--- src/csdp_pkg.sv ---
`default_nettype none
package csdp_pkg;

    localparam logic [7:0] CHAR_MINUS = 8'h2D;
    localparam logic [7:0] CHAR_ZERO  = 8'h30;
    localparam logic [7:0] CHAR_NINE  = 8'h39;

    // Accumulator carries four guard bits above the 64-bit magnitude
    localparam int unsigned ACC_W = 68;
    localparam logic [ACC_W-1:0] LIMIT_POS = {4'h0, 64'h7FFF_FFFF_FFFF_FFFF};
    localparam logic [ACC_W-1:0] LIMIT_NEG = {4'h0, 64'h8000_0000_0000_0000};

    localparam int unsigned QDEPTH = 4;
    localparam int unsigned QAW    = 2;
    localparam int unsigned QCW    = QAW + 1;

    typedef struct packed {
        logic [7:0] char_code;
        logic       has_char;
        logic       plain_style;
        logic       last;
    } t_in;

    typedef struct packed {
        logic              valid_res;
        logic signed [63:0] number;
    } t_out;

    typedef enum logic [1:0] {
        KIND_NONE,
        KIND_MINUS,
        KIND_DIGIT,
        KIND_OTHER
    } t_kind;

    typedef struct packed {
        t_kind      kind;
        logic [3:0] digit;
        logic       start;
        logic       style_bad;
        logic       last;
    } t_tok;

endpackage
`default_nettype wire

--- src/canonical_signed_decimal_parse.sv ---
`default_nettype none
// Canonical signed decimal parser.
// Input channel: one character per transfer (i_in_valid / o_in_stall), with
// has_char, plain_style and last. plain_style counts only on the first
// transfer of a string; an empty string is one last transfer without a char.
// Output channel: one result per string, on its last transfer
// (o_out_valid / i_out_stall): valid_res and the 64-bit two's complement
// number, zero when the text is not a canonical in-range decimal.
// Throughput: one character per cycle while o_in_stall is low; strings may
// follow back to back. A last character passes the token queue, the digit
// step into the finished-string register, then the output conversion. The
// digit step (magnitude*10 + digit with a range compare) runs once per cycle
// in the back end while it pops; a four-entry token queue sits before it.
// Reset clears the queue and all string state; the next transfer starts a new
// string. While the receiver stalls, the result holds, one more finished
// string waits behind it, and characters keep flowing until the queue fills,
// at which point o_in_stall rises.
module canonical_signed_decimal_parse
    import csdp_pkg::*;
(
    input  wire logic i_clk,
    input  wire logic i_rst_n,
    input  wire logic i_in_valid,
    output logic      o_in_stall,
    input  wire t_in  i_in_data,
    output logic      o_out_valid,
    input  wire logic i_out_stall,
    output t_out      o_out_data
);

    logic q_full;
    logic q_empty;
    logic q_push;
    logic q_pop;
    t_tok push_tok;
    t_tok head_tok;

    csdp_front u_front (
        .i_clk      (i_clk),
        .i_rst_n    (i_rst_n),
        .i_in_valid (i_in_valid),
        .i_in_data  (i_in_data),
        .i_q_full   (q_full),
        .o_in_stall (o_in_stall),
        .o_push     (q_push),
        .o_push_tok (push_tok)
    );

    csdp_fifo u_fifo (
        .i_clk      (i_clk),
        .i_rst_n    (i_rst_n),
        .i_push     (q_push),
        .i_push_tok (push_tok),
        .i_pop      (q_pop),
        .o_full     (q_full),
        .o_empty    (q_empty),
        .o_head     (head_tok)
    );

    csdp_back u_back (
        .i_clk       (i_clk),
        .i_rst_n     (i_rst_n),
        .i_q_empty   (q_empty),
        .i_tok       (head_tok),
        .o_pop       (q_pop),
        .o_out_valid (o_out_valid),
        .i_out_stall (i_out_stall),
        .o_out_data  (o_out_data)
    );

endmodule
`default_nettype wire

--- src/csdp_fifo.sv ---
`default_nettype none
module csdp_fifo
    import csdp_pkg::*;
(
    input  wire logic i_clk,
    input  wire logic i_rst_n,
    input  wire logic i_push,
    input  wire t_tok i_push_tok,
    input  wire logic i_pop,
    output logic      o_full,
    output logic      o_empty,
    output t_tok      o_head
);

    t_tok           r_mem [QDEPTH];
    logic [QAW-1:0] r_wp, n_wp;
    logic [QAW-1:0] r_rp, n_rp;
    logic [QCW-1:0] r_cnt, n_cnt;

    assign o_full  = (r_cnt == QCW'(QDEPTH));
    assign o_empty = (r_cnt == '0);
    assign o_head  = r_mem[r_rp];

    always_comb begin
        n_wp  = r_wp;
        n_rp  = r_rp;
        n_cnt = r_cnt;
        if (i_push) begin
            n_wp = r_wp + 1'b1;
        end
        if (i_pop) begin
            n_rp = r_rp + 1'b1;
        end
        if (i_push && !i_pop) begin
            n_cnt = r_cnt + 1'b1;
        end else if (!i_push && i_pop) begin
            n_cnt = r_cnt - 1'b1;
        end
    end

    always_ff @(posedge i_clk) begin
        if (!i_rst_n) begin
            r_wp  <= '0;
            r_rp  <= '0;
            r_cnt <= '0;
        end else begin
            r_wp  <= n_wp;
            r_rp  <= n_rp;
            r_cnt <= n_cnt;
        end
    end

    always_ff @(posedge i_clk) begin
        if (i_push) begin
            r_mem[r_wp] <= i_push_tok;
        end
    end

endmodule
`default_nettype wire

--- src/csdp_front.sv ---
`default_nettype none
module csdp_front
    import csdp_pkg::*;
(
    input  wire logic i_clk,
    input  wire logic i_rst_n,
    input  wire logic i_in_valid,
    input  wire t_in  i_in_data,
    input  wire logic i_q_full,
    output logic      o_in_stall,
    output logic      o_push,
    output t_tok      o_push_tok
);

    logic r_at_start, n_at_start;

    assign o_in_stall = i_q_full;
    assign o_push     = i_in_valid && !i_q_full;

    always_comb begin
        o_push_tok.kind      = KIND_NONE;
        o_push_tok.digit     = i_in_data.char_code[3:0];
        o_push_tok.start     = r_at_start;
        o_push_tok.style_bad = r_at_start && !i_in_data.plain_style;
        o_push_tok.last      = i_in_data.last;
        if (i_in_data.has_char) begin
            if (i_in_data.char_code == CHAR_MINUS) begin
                o_push_tok.kind = KIND_MINUS;
            end else if (i_in_data.char_code inside {[CHAR_ZERO:CHAR_NINE]}) begin
                o_push_tok.kind = KIND_DIGIT;
            end else begin
                o_push_tok.kind = KIND_OTHER;
            end
        end
    end

    // A new string begins after every last transfer
    always_comb begin
        n_at_start = r_at_start;
        if (o_push) begin
            n_at_start = i_in_data.last;
        end
    end

    always_ff @(posedge i_clk) begin
        if (!i_rst_n) begin
            r_at_start <= 1'b1;
        end else begin
            r_at_start <= n_at_start;
        end
    end

endmodule
`default_nettype wire

--- src/csdp_back.sv ---
`default_nettype none
module csdp_back
    import csdp_pkg::*;
(
    input  wire logic i_clk,
    input  wire logic i_rst_n,
    input  wire logic i_q_empty,
    input  wire t_tok i_tok,
    output logic      o_pop,
    output logic      o_out_valid,
    input  wire logic i_out_stall,
    output t_out      o_out_data
);

    logic        r_neg, n_neg;
    logic        r_seen, n_seen;
    logic        r_lz, n_lz;
    logic        r_fail, n_fail;
    logic [63:0] r_mag, n_mag;

    logic        r_fin_vld;
    logic        r_fin_ok;
    logic        r_fin_neg;
    logic [63:0] r_fin_mag;

    logic        r_out_vld;
    t_out        r_out;

    logic             fin_move;
    logic             fin_free;
    logic             cur_neg, cur_seen, cur_lz, cur_fail;
    logic [63:0]      cur_mag;
    logic [ACC_W-1:0] acc_wide;
    logic [ACC_W-1:0] limit;

    assign fin_move = r_fin_vld && (!r_out_vld || !i_out_stall);
    assign fin_free = !r_fin_vld || fin_move;
    // Non-last tokens produce no result and never wait on the output side
    assign o_pop    = !i_q_empty && (!i_tok.last || fin_free);

    always_comb begin
        cur_neg  = r_neg;
        cur_seen = r_seen;
        cur_lz   = r_lz;
        cur_fail = r_fail;
        cur_mag  = r_mag;
        if (i_tok.start) begin
            cur_neg  = 1'b0;
            cur_seen = 1'b0;
            cur_lz   = 1'b0;
            cur_fail = i_tok.style_bad;
            cur_mag  = '0;
        end
    end

    // magnitude*10 + digit, checked against the limit in wide arithmetic
    assign acc_wide = ({4'h0, cur_mag} << 3) + ({4'h0, cur_mag} << 1)
                    + {{(ACC_W - 4){1'b0}}, i_tok.digit};
    assign limit    = cur_neg ? LIMIT_NEG : LIMIT_POS;

    always_comb begin
        n_neg  = cur_neg;
        n_seen = cur_seen;
        n_lz   = cur_lz;
        n_fail = cur_fail;
        n_mag  = cur_mag;
        if (!cur_fail) begin
            case (i_tok.kind)
                KIND_MINUS: begin
                    if (cur_neg || cur_seen) begin
                        n_fail = 1'b1;
                    end else begin
                        n_neg = 1'b1;
                    end
                end
                KIND_DIGIT: begin
                    if (cur_lz || (acc_wide > limit)) begin
                        n_fail = 1'b1;
                    end else begin
                        n_lz   = !cur_seen && (i_tok.digit == 4'd0);
                        n_mag  = acc_wide[63:0];
                        n_seen = 1'b1;
                    end
                end
                KIND_OTHER: begin
                    n_fail = 1'b1;
                end
                default: begin
                end
            endcase
        end
    end

    always_ff @(posedge i_clk) begin
        if (!i_rst_n) begin
            r_neg  <= 1'b0;
            r_seen <= 1'b0;
            r_lz   <= 1'b0;
            r_fail <= 1'b0;
        end else if (o_pop) begin
            r_neg  <= n_neg;
            r_seen <= n_seen;
            r_lz   <= n_lz;
            r_fail <= n_fail;
        end
    end

    always_ff @(posedge i_clk) begin
        if (o_pop) begin
            r_mag <= n_mag;
        end
    end

    // Hold the finished string until the output register frees up
    always_ff @(posedge i_clk) begin
        if (!i_rst_n) begin
            r_fin_vld <= 1'b0;
        end else if (o_pop && i_tok.last) begin
            r_fin_vld <= 1'b1;
        end else if (fin_move) begin
            r_fin_vld <= 1'b0;
        end
    end

    always_ff @(posedge i_clk) begin
        if (o_pop && i_tok.last) begin
            r_fin_ok  <= !n_fail && n_seen;
            r_fin_neg <= n_neg;
            r_fin_mag <= n_mag;
        end
    end

    always_ff @(posedge i_clk) begin
        if (!i_rst_n) begin
            r_out_vld <= 1'b0;
        end else if (fin_move) begin
            r_out_vld <= 1'b1;
        end else if (!i_out_stall) begin
            r_out_vld <= 1'b0;
        end
    end

    always_ff @(posedge i_clk) begin
        if (fin_move) begin
            r_out.valid_res <= r_fin_ok;
            if (!r_fin_ok) begin
                r_out.number <= '0;
            end else if (r_fin_neg) begin
                r_out.number <= -$signed(r_fin_mag);
            end else begin
                r_out.number <= $signed(r_fin_mag);
            end
        end
    end

    assign o_out_valid = r_out_vld;
    assign o_out_data  = r_out;

endmodule
`default_nettype wire

--- config.mk ---
export PLATFORM = sky130hd
export DESIGN_NAME = canonical_signed_decimal_parse
export DESIGN_NICKNAME = d
export VERILOG_FILES = /design/src/csdp_pkg.sv /design/src/canonical_signed_decimal_parse.sv /design/src/csdp_fifo.sv /design/src/csdp_front.sv /design/src/csdp_back.sv
export SDC_FILE = /design/constraint.sdc
export NUM_CORES = 1
export LEC_CHECK = 0
export ABC_AREA = 0
export BUFFER_PORTS_ARGS = -buffer_cell sky130_fd_sc_hd__buf_2
export CORE_UTILIZATION = 50
export DETAILED_ROUTE_END_ITERATION = 7
export GPL_TIMING_DRIVEN = 0
export PLACE_DENSITY = 0.71
export SYNTH_ARGS = -nofsm -noshare
export SYNTH_HDL_FRONTEND = slang
export SYNTH_SLANG_ARGS = --single-unit
--- constraint.sdc ---
create_clock -name i_clk -period 25 [get_ports i_clk]
set_input_delay 6.25 -clock i_clk [delete_from_list [all_inputs] [get_ports i_clk]]
set_output_delay 6.25 -clock i_clk [all_outputs]
set_load 0.02 [all_outputs]
==> results of run 1 <==
critical path, delay by kind of cell (launching register included):
kind | cells | cell delay (ns)
AOI/OAI and AO/OA | 14 | 4.21
xor gates and xnor gates | 1 | 0.25
adders and majority gates | 3 | 1.28
buffers and inverters | 5 | 1.85
DFF | 1 | 0.36
muxes | 2 | 0.64
and+or+nand+nor | 5 | 1.20
power by group through the flow:
stage / sequential (mW) / clock [mW] / combinational, mW
after floorplan: 0.809 / 0 / 1.06
after global placement: 0.798 / 0 / 1.46
after detailed placement: 0.780 / 0 / 1.53
after CTS: 0.775 / 0.371 / 1.54
after global routing: 0.791 / 0.387 / 1.72
final: 0.776 / 0.366 / 1.57
kinds of logic after synthesis:
logic type | synth area share (%)
AND/OR/NAND/NOR | 15.8
multiplexers | 3.57
XOR/XNOR | 6.13
buffers and inverters | 2.78
adder cells (fa/ha/maj) | 14.3
AO/OA/AOI/OAI | 16.5
flip-flops | 41.0
final timing paths:
path                             startpoint                               to  slack (ns)  cells past startpoint
setup / recovery                       flop   u_back.r_fin_mag[56]$_DFFE_PP_       14.90                     30
hold / removal    u_back.r_fin_ok$_DFFE_PP_  u_back.o_out_data[64]$_DFFE_PP_        0.48                      0
setup reg to reg                       flop   u_back.r_fin_mag[56]$_DFFE_PP_       14.90                     30
hold reg to reg   u_back.r_fin_ok$_DFFE_PP_  u_back.o_out_data[64]$_DFFE_PP_        0.48                      0
Yosys cell counts (all sizes together) (7+ instances only):
cell,n,area share [%]
buf,25,0.78
a311o,13,0.73
mux2i,7,0.40
mux4,8,1.0
and2,127,4.5
nor2b,11,0.39
and3,8,0.28
nor3,36,1.0
edfxtp,231,39
a21oi,114,3.3
mux2,34,2.2
o21bai,7,0.30
o41ai,10,0.49
or3,15,0.53
clkbuf,52,1.1
xor2,27,1.3
a211oi,9,0.47
o31ai,29,1.2
nand3,26,0.73
nand2b,12,0.42
nor2,72,1.6
a21o,30,1.3
xnor2,97,4.8
a2111oi,18,0.89
a21boi,7,0.30
o21ai,86,2.4
o21a,14,0.59
ha,197,14
a31oi,7,0.28
nor4,12,0.42
or2,9,0.32
dfxtp,16,1.8
o211ai,42,1.8
inv,42,0.89
nand4,38,1.3
nand2,143,3.0
or4,10,0.44
per-stage QoR:
step                cells  total power, mW  hold slack, ns  util [%]  worst slack [ns]
global route         2297             2.89           0.499      56.6             14.31
detailed placement   2250             2.31           0.460      54.3             15.14
CTS                  2297             2.68           0.479      56.6             15.06
floorplan            1708             1.87           0.424         -             12.79
global placement     2244             2.26           0.455      53.8             10.32
finish               2297             2.71           0.484      56.6             14.90
routing by layer:
metal  vias to the layer above  part of all wire [%]  GRT usage (%)  routed length, um
met5                         -                     0              0                  0
met4                         0                   2.7           7.66               1250
met3                        75                   7.4           3.15               3390
met2                       550                    43           38.2              19600
met1                      6703                    47           37.2              21400
li1                       6728                     -              -                  -
flip-flops by register name, indices dropped and copies added (netlist names), 2 cells and up, named ones only:
| register | count |
|---|---|
| u_fifo.r_wp | 2 |
| u_back.r_fin_mag | 64 |
| u_fifo.r_cnt | 3 |
| u_fifo.r_rp | 2 |
| u_back.o_out_data | 65 |
| u_back.r_mag | 64 |
| u_fifo.r_mem | 36 |
layout make-up:
type                    instances  area share (%)
inverters                      42           0.803
well taps                     455            2.90
clock inverters                17           0.605
plain buffers                  77            1.70
clock buffers                  30            3.50
flip-flops and latches        247            36.9
repair buffers                 87            2.68
multi-input cells            1342            50.9
==> impl_metrics.toml, run 1 <==
[worst_setup_path]
start_kind = "flop"
crit_type = "flop to flop"
cp_slowest_stage_delay_ns = 0.78
crit_path_end_kind = "flop"
crit_arrival_ns = 10.38
cp_max_fo = 10
cp_common_cell = "a21oi_1"
slowest_stage = "o31ai_1"
required_ns = 25.27

[status]
status = "complete, no violations"

[final_layout]
area_delta_synth_final_pct = 10.9
design_area_um2 = 19600
fillCellCount = 2964
drive_gt1_share_pct = 11.5
layout_commonest_cell = "edfxtp_1"
seq_area_um2 = 7260
layout_common_cells = "edfxtp_1, ha_1, nand2_1, and2_1, a21oi_1"
nets = 2038
antenna_cells = 0
multi_input_area_um2 = 9990

[power_and_ir_drop]
switching_share_pct = 46.0
seqPwrFrac_pct = 28.6
clock_power_share_pct = 13.5
power_density_nw_per_um2 = 138
ir_drop_mv = 0.0619
p_leak_nw = 7.87
power.internal_mw = 1.47
p_comb_share_pct = 57.9
power.switching_mw = 1.25

[timing]
slew_headroom_pct = 37.9
grt_setup_unrepaired = "false"
slew_violations = 0
worst_pin_slew_ns = 0.930
skew_ns = 0.0299
fin_crit_sh_pct = 40.4
fin_crit_ns = 10.10
setup_viol = 0
hold_viol = 0
fmaxAchievable_ghz = 0.0990
setup_tns_ns = 0

[logic_synthesis]
syn_nets = 1923
synth_ff_type = "edfxtp_1"
syn-instance-count = 1708
avgSynthCellArea_um2 = 10.4
synth_edf_count = 231
synth_seq_cells = 247
netlist_area_um2 = 17700
synthArstFlopShare_pct = 0
ys_warn_count = 0
ys_seq_area_share_pct = 41.0
yosysUniqueCellTypes = 81

[job]
drv_cap = 0

[die]
die_width_um = 190
placementRows = 68
die_area_um2 = 36200
core-area_um2 = 34700
die_h_um = 190
initial_core_util_pct = 51.0
pin_count = 82

[global_route]
grt_pass1_vias = 13000
global_route.overflow_total = 0
grt_first_pass_wirelength_um = 71100
antenna_found_initial = 0
grt_max_degree = 68
grt.total_usage_pct = 25.1

[placement]
gp_congestion = 0.948
dp_hpwl_um = 36000
postPlaceCellArea_um2 = 18800
numPortBuffers = 81

[detailed_routing]
wirelength_um = 45600
vias = 14100
drc = 0
wl_per_cell_um = 19.8
firstDrtPassIters = 8
ant_nets = 0
viasPerCell = 6.12
dr.first_iter.drc_count = 1250

[cts]
clk_pin_slew_ns = 0.06
cts_tree = "yes"
cts_setup_buffers = 0
ctsLongestPathBuffers = 3
holdBufCountCts = 0
cts_made_buffers = 26
htreeDepth = 1
root_buffer = "clkbuf_16"
clkLatencyLatePin_ns = 0.56
clock_sinks = 247
ctsResizeCount = 0

[min_path]
min_path_type = "flop to flop"
No activity file was read; power rests on OpenSTA's default activity.
==> run 2, diff against run 1 <==
--- a/config.mk
+++ b/config.mk
@@ -5,12 +5,12 @@
 export SDC_FILE = /design/constraint.sdc
 export NUM_CORES = 1
 export LEC_CHECK = 0
-export ABC_AREA = 0
+export ABC_AREA = 1
 export BUFFER_PORTS_ARGS = -buffer_cell sky130_fd_sc_hd__buf_2
 export CORE_UTILIZATION = 50
 export DETAILED_ROUTE_END_ITERATION = 7
 export GPL_TIMING_DRIVEN = 0
-export PLACE_DENSITY = 0.71
+export PLACE_DENSITY = 0.73
 export SYNTH_ARGS = -nofsm -noshare
 export SYNTH_HDL_FRONTEND = slang
 export SYNTH_SLANG_ARGS = --single-unit
==> constraint.sdc (replaced) <==
create_clock -name i_clk -period 8.6 [get_ports i_clk]
set_input_delay 2.15 -clock i_clk [delete_from_list [all_inputs] [get_ports i_clk]]
set_output_delay 2.15 -clock i_clk [all_outputs]
set_load 0.02 [all_outputs]
==> run 2 against run 1 <==
Compared with the run above:
- fmax grew 27%
- total power grew to 3.3 times the previous value
- synthesized cell count grew 43%
- critical path type unchanged
- critical endpoint is now u_back.r_fin_mag[33]$_DFFE_PP_
- utilization grew 0.11 points
- routed wire length grew 17%
- via count grew 19%
- setup slack lost 14 ns
- worst hold slack lost 0.014 ns
- critical path depth grew 2
- register-to-register slack lost 14 ns
- count of clock-buffer cells in the layout is the same
- sequential power grew to 3.1 times the previous value
==> impl_metrics.toml, run 2 <==
[logic_synthesis]
synthArstFlopShare_pct = 0
yosysUniqueCellTypes = 54
synth_top_area_share_pct = 36.9
synth_seq_cells = 247
ys_warn_count = 0
yosys-top-cells-count = "nand2_1, inv_1, nor2_1, edfxtp_1, a21oi_1"
netlist_area_um2 = 18800
synth-compound-area-share_pct = 12.1
synth_mux_area_share_pct = 0
synthAdderAreaFrac_pct = 13.4
yosysTopAreaCell = "edfxtp_1"
ys_seq_area_share_pct = 38.6
syn_nets = 2650
synth_edf_count = 231
synthTopCellsByArea = "edfxtp_1, ha_1, nand2_1"
synthSimpleGateAreaFrac_pct = 24.5
avgSynthCellArea_um2 = 7.72
synth_ff_type = "edfxtp_1"
synth_top_family_by_area = "simple AND/OR/NAND/NOR gates"
syn-instance-count = 2435
post_synth_xor_area_fraction_pct = 2.75
yosysMostFrequentCell = "nand2_1"

[detailed_routing]
wl_per_cell_um = 17.6
drc = 0
ant_nets = 0
wl_met2_um = 23300
vias = 16700
firstDrtPassIters = 6
wirelength_um = 53400
viasPerCell = 5.51
highest_layer = "met4"
met1_length_um = 24300
wl_met3_um = 3850
dr.first_iter.drc_count = 1313

[die]
die_h_um = 196
die_width_um = 196
die_area_um2 = 38400
initial_core_util_pct = 51.1
placementRows = 70
core-area_um2 = 36800
pin_count = 82

[timing]
setup_viol = 0
fin_crit_sh_pct = 92.4
fin_crit_ns = 7.94
skew_ns = 0.0206
hold_viol = 0
worst_slack_ns = 0.655
grt_setup_unrepaired = "false"
worst_pin_slew_ns = 0.869
setup_tns_ns = 0
fmaxAchievable_ghz = 0.126
slew_headroom_pct = 41.4
slew_violations = 0

[final_layout]
largest_reg_flops = 65
fillCellCount = 3393
layout_commonest_cell = "nand2_1"
final_cells = 3038
nets = 2764
antenna_cells = 0
area_delta_synth_final_pct = 10.9
fin_util_pct = 56.7
drive_gt1_share_pct = 7.39
layout_common_cells = "nand2_1, inv_1, nor2_1, edfxtp_1, a21oi_1"

[global_route]
grt_first_pass_wirelength_um = 83400
grt_max_degree = 52
global_route.overflow_total = 0
grt.total_usage_pct = 28.0
antenna_found_initial = 1
grt_pass1_vias = 15800

[cts]
clock_sinks = 247
root_buffer = "clkbuf_16"
cts_setup_buffers = 0
ctsLongestPathBuffers = 3
ctsResizeCount = 0
clkLatencyLatePin_ns = 0.58
holdBufCountCts = 0
clk_pin_slew_ns = 0.06
htreeDepth = 1
cts_tree = "yes"
cts_made_buffers = 27

[placement]
dp_hpwl_um = 43200
dpl.cell_count = 2989
place_ws_ns = 0.0785
numPortBuffers = 81
gp_congestion = 0.946

[worst_setup_path]
slowest_stage = "fa_1"
worst-r2r-setup-slack_ns = 0.66
start_kind = "flop"
cp_max_fo = 10
cp_common_cell = "nand2_1"
required_ns = 8.91
cp_slowest_stage_delay_ns = 0.50
crit_arrival_ns = 8.25
crit_type = "flop to flop"
crit_path_end_kind = "flop"

[power_and_ir_drop]
power_density_nw_per_um2 = 428
p_leak_nw = 10.2
ir_drop_mv = 0.234

[status]
status = "complete, no violations"

[job]
drv_cap = 0

[min_path]
min_path_type = "flop to flop"
[run 2: layer usage]
| metal | GRT usage (%) | vias up |
|---|---|---|
| met1 | 39.4 | 7652 |
| li1 | - | 8352 |
| met3 | 3.42 | 108 |
| met2 | 44.4 | 629 |
| met5 | 0 | - |
| met4 | 9.87 | 0 |
[run 2: final timing paths]
path                                                 from                        endpoint  cells past startpoint
worst min register to register  u_back.r_neg$_SDFFE_PN0P_       u_back.r_neg$_SDFFE_PN0P_                      2
worst max-delay path                                 flop  u_back.r_fin_mag[33]$_DFFE_PP_                     32
worst min-delay path            u_back.r_neg$_SDFFE_PN0P_       u_back.r_neg$_SDFFE_PN0P_                      2
worst max register to register                       flop  u_back.r_fin_mag[33]$_DFFE_PP_                     32
[run 2: final cells by class]
cell class	count	area (um^2)	share of cell area, %
timing repair buffer	86	513	2.46
multi-input combinational	1770	9950	47.7
clock buffer	30	687	3.29
inverter	373	1410	6.74
tap	468	586	2.81
sequential	247	7260	34.8
buffer	44	213	1.02
clock inverter	20	244	1.17
[run 2: report_power, final]
group	leakage, nW	total (mW)	internal [mW]	switching, mW
sequential	2.38	2.39	2.11	0.271
clock	0.447	1.22	0.706	0.519
combinational	7.34	5.31	1.56	3.75
total	10.2	8.92	4.38	4.54
[run 2: cells by family after synthesis]
kind of cell | Yosys count
AOI/OAI and AO/OA | 412
xor gates and xnor gates | 59
adders and majority gates | 200
buffers and inverters | 418
DFF | 247
and+or+nand+nor | 1099
[run 2: stage by stage]
step                instance area, um^2  hold WS [ns]  power, mW
CTS                               20800         0.465       8.84
finish                            20900         0.470       8.92
floorplan                         18800         0.436       5.98
global route                      20900         0.481       9.64
global placement                  19800         0.447       7.43
detailed placement                19900         0.455       7.60
[run 2: critical path: cells and delay by family, from the launching register on]
kind | cells | cell delay, ns
flip-flops | 1 | 0.34
AND/OR/NAND/NOR | 16 | 2.96
XOR/XNOR | 1 | 0.30
buffers and inverters | 8 | 1.68
AO/OA/AOI/OAI | 4 | 1.25
adder cells (fa/ha/maj) | 3 | 1.10
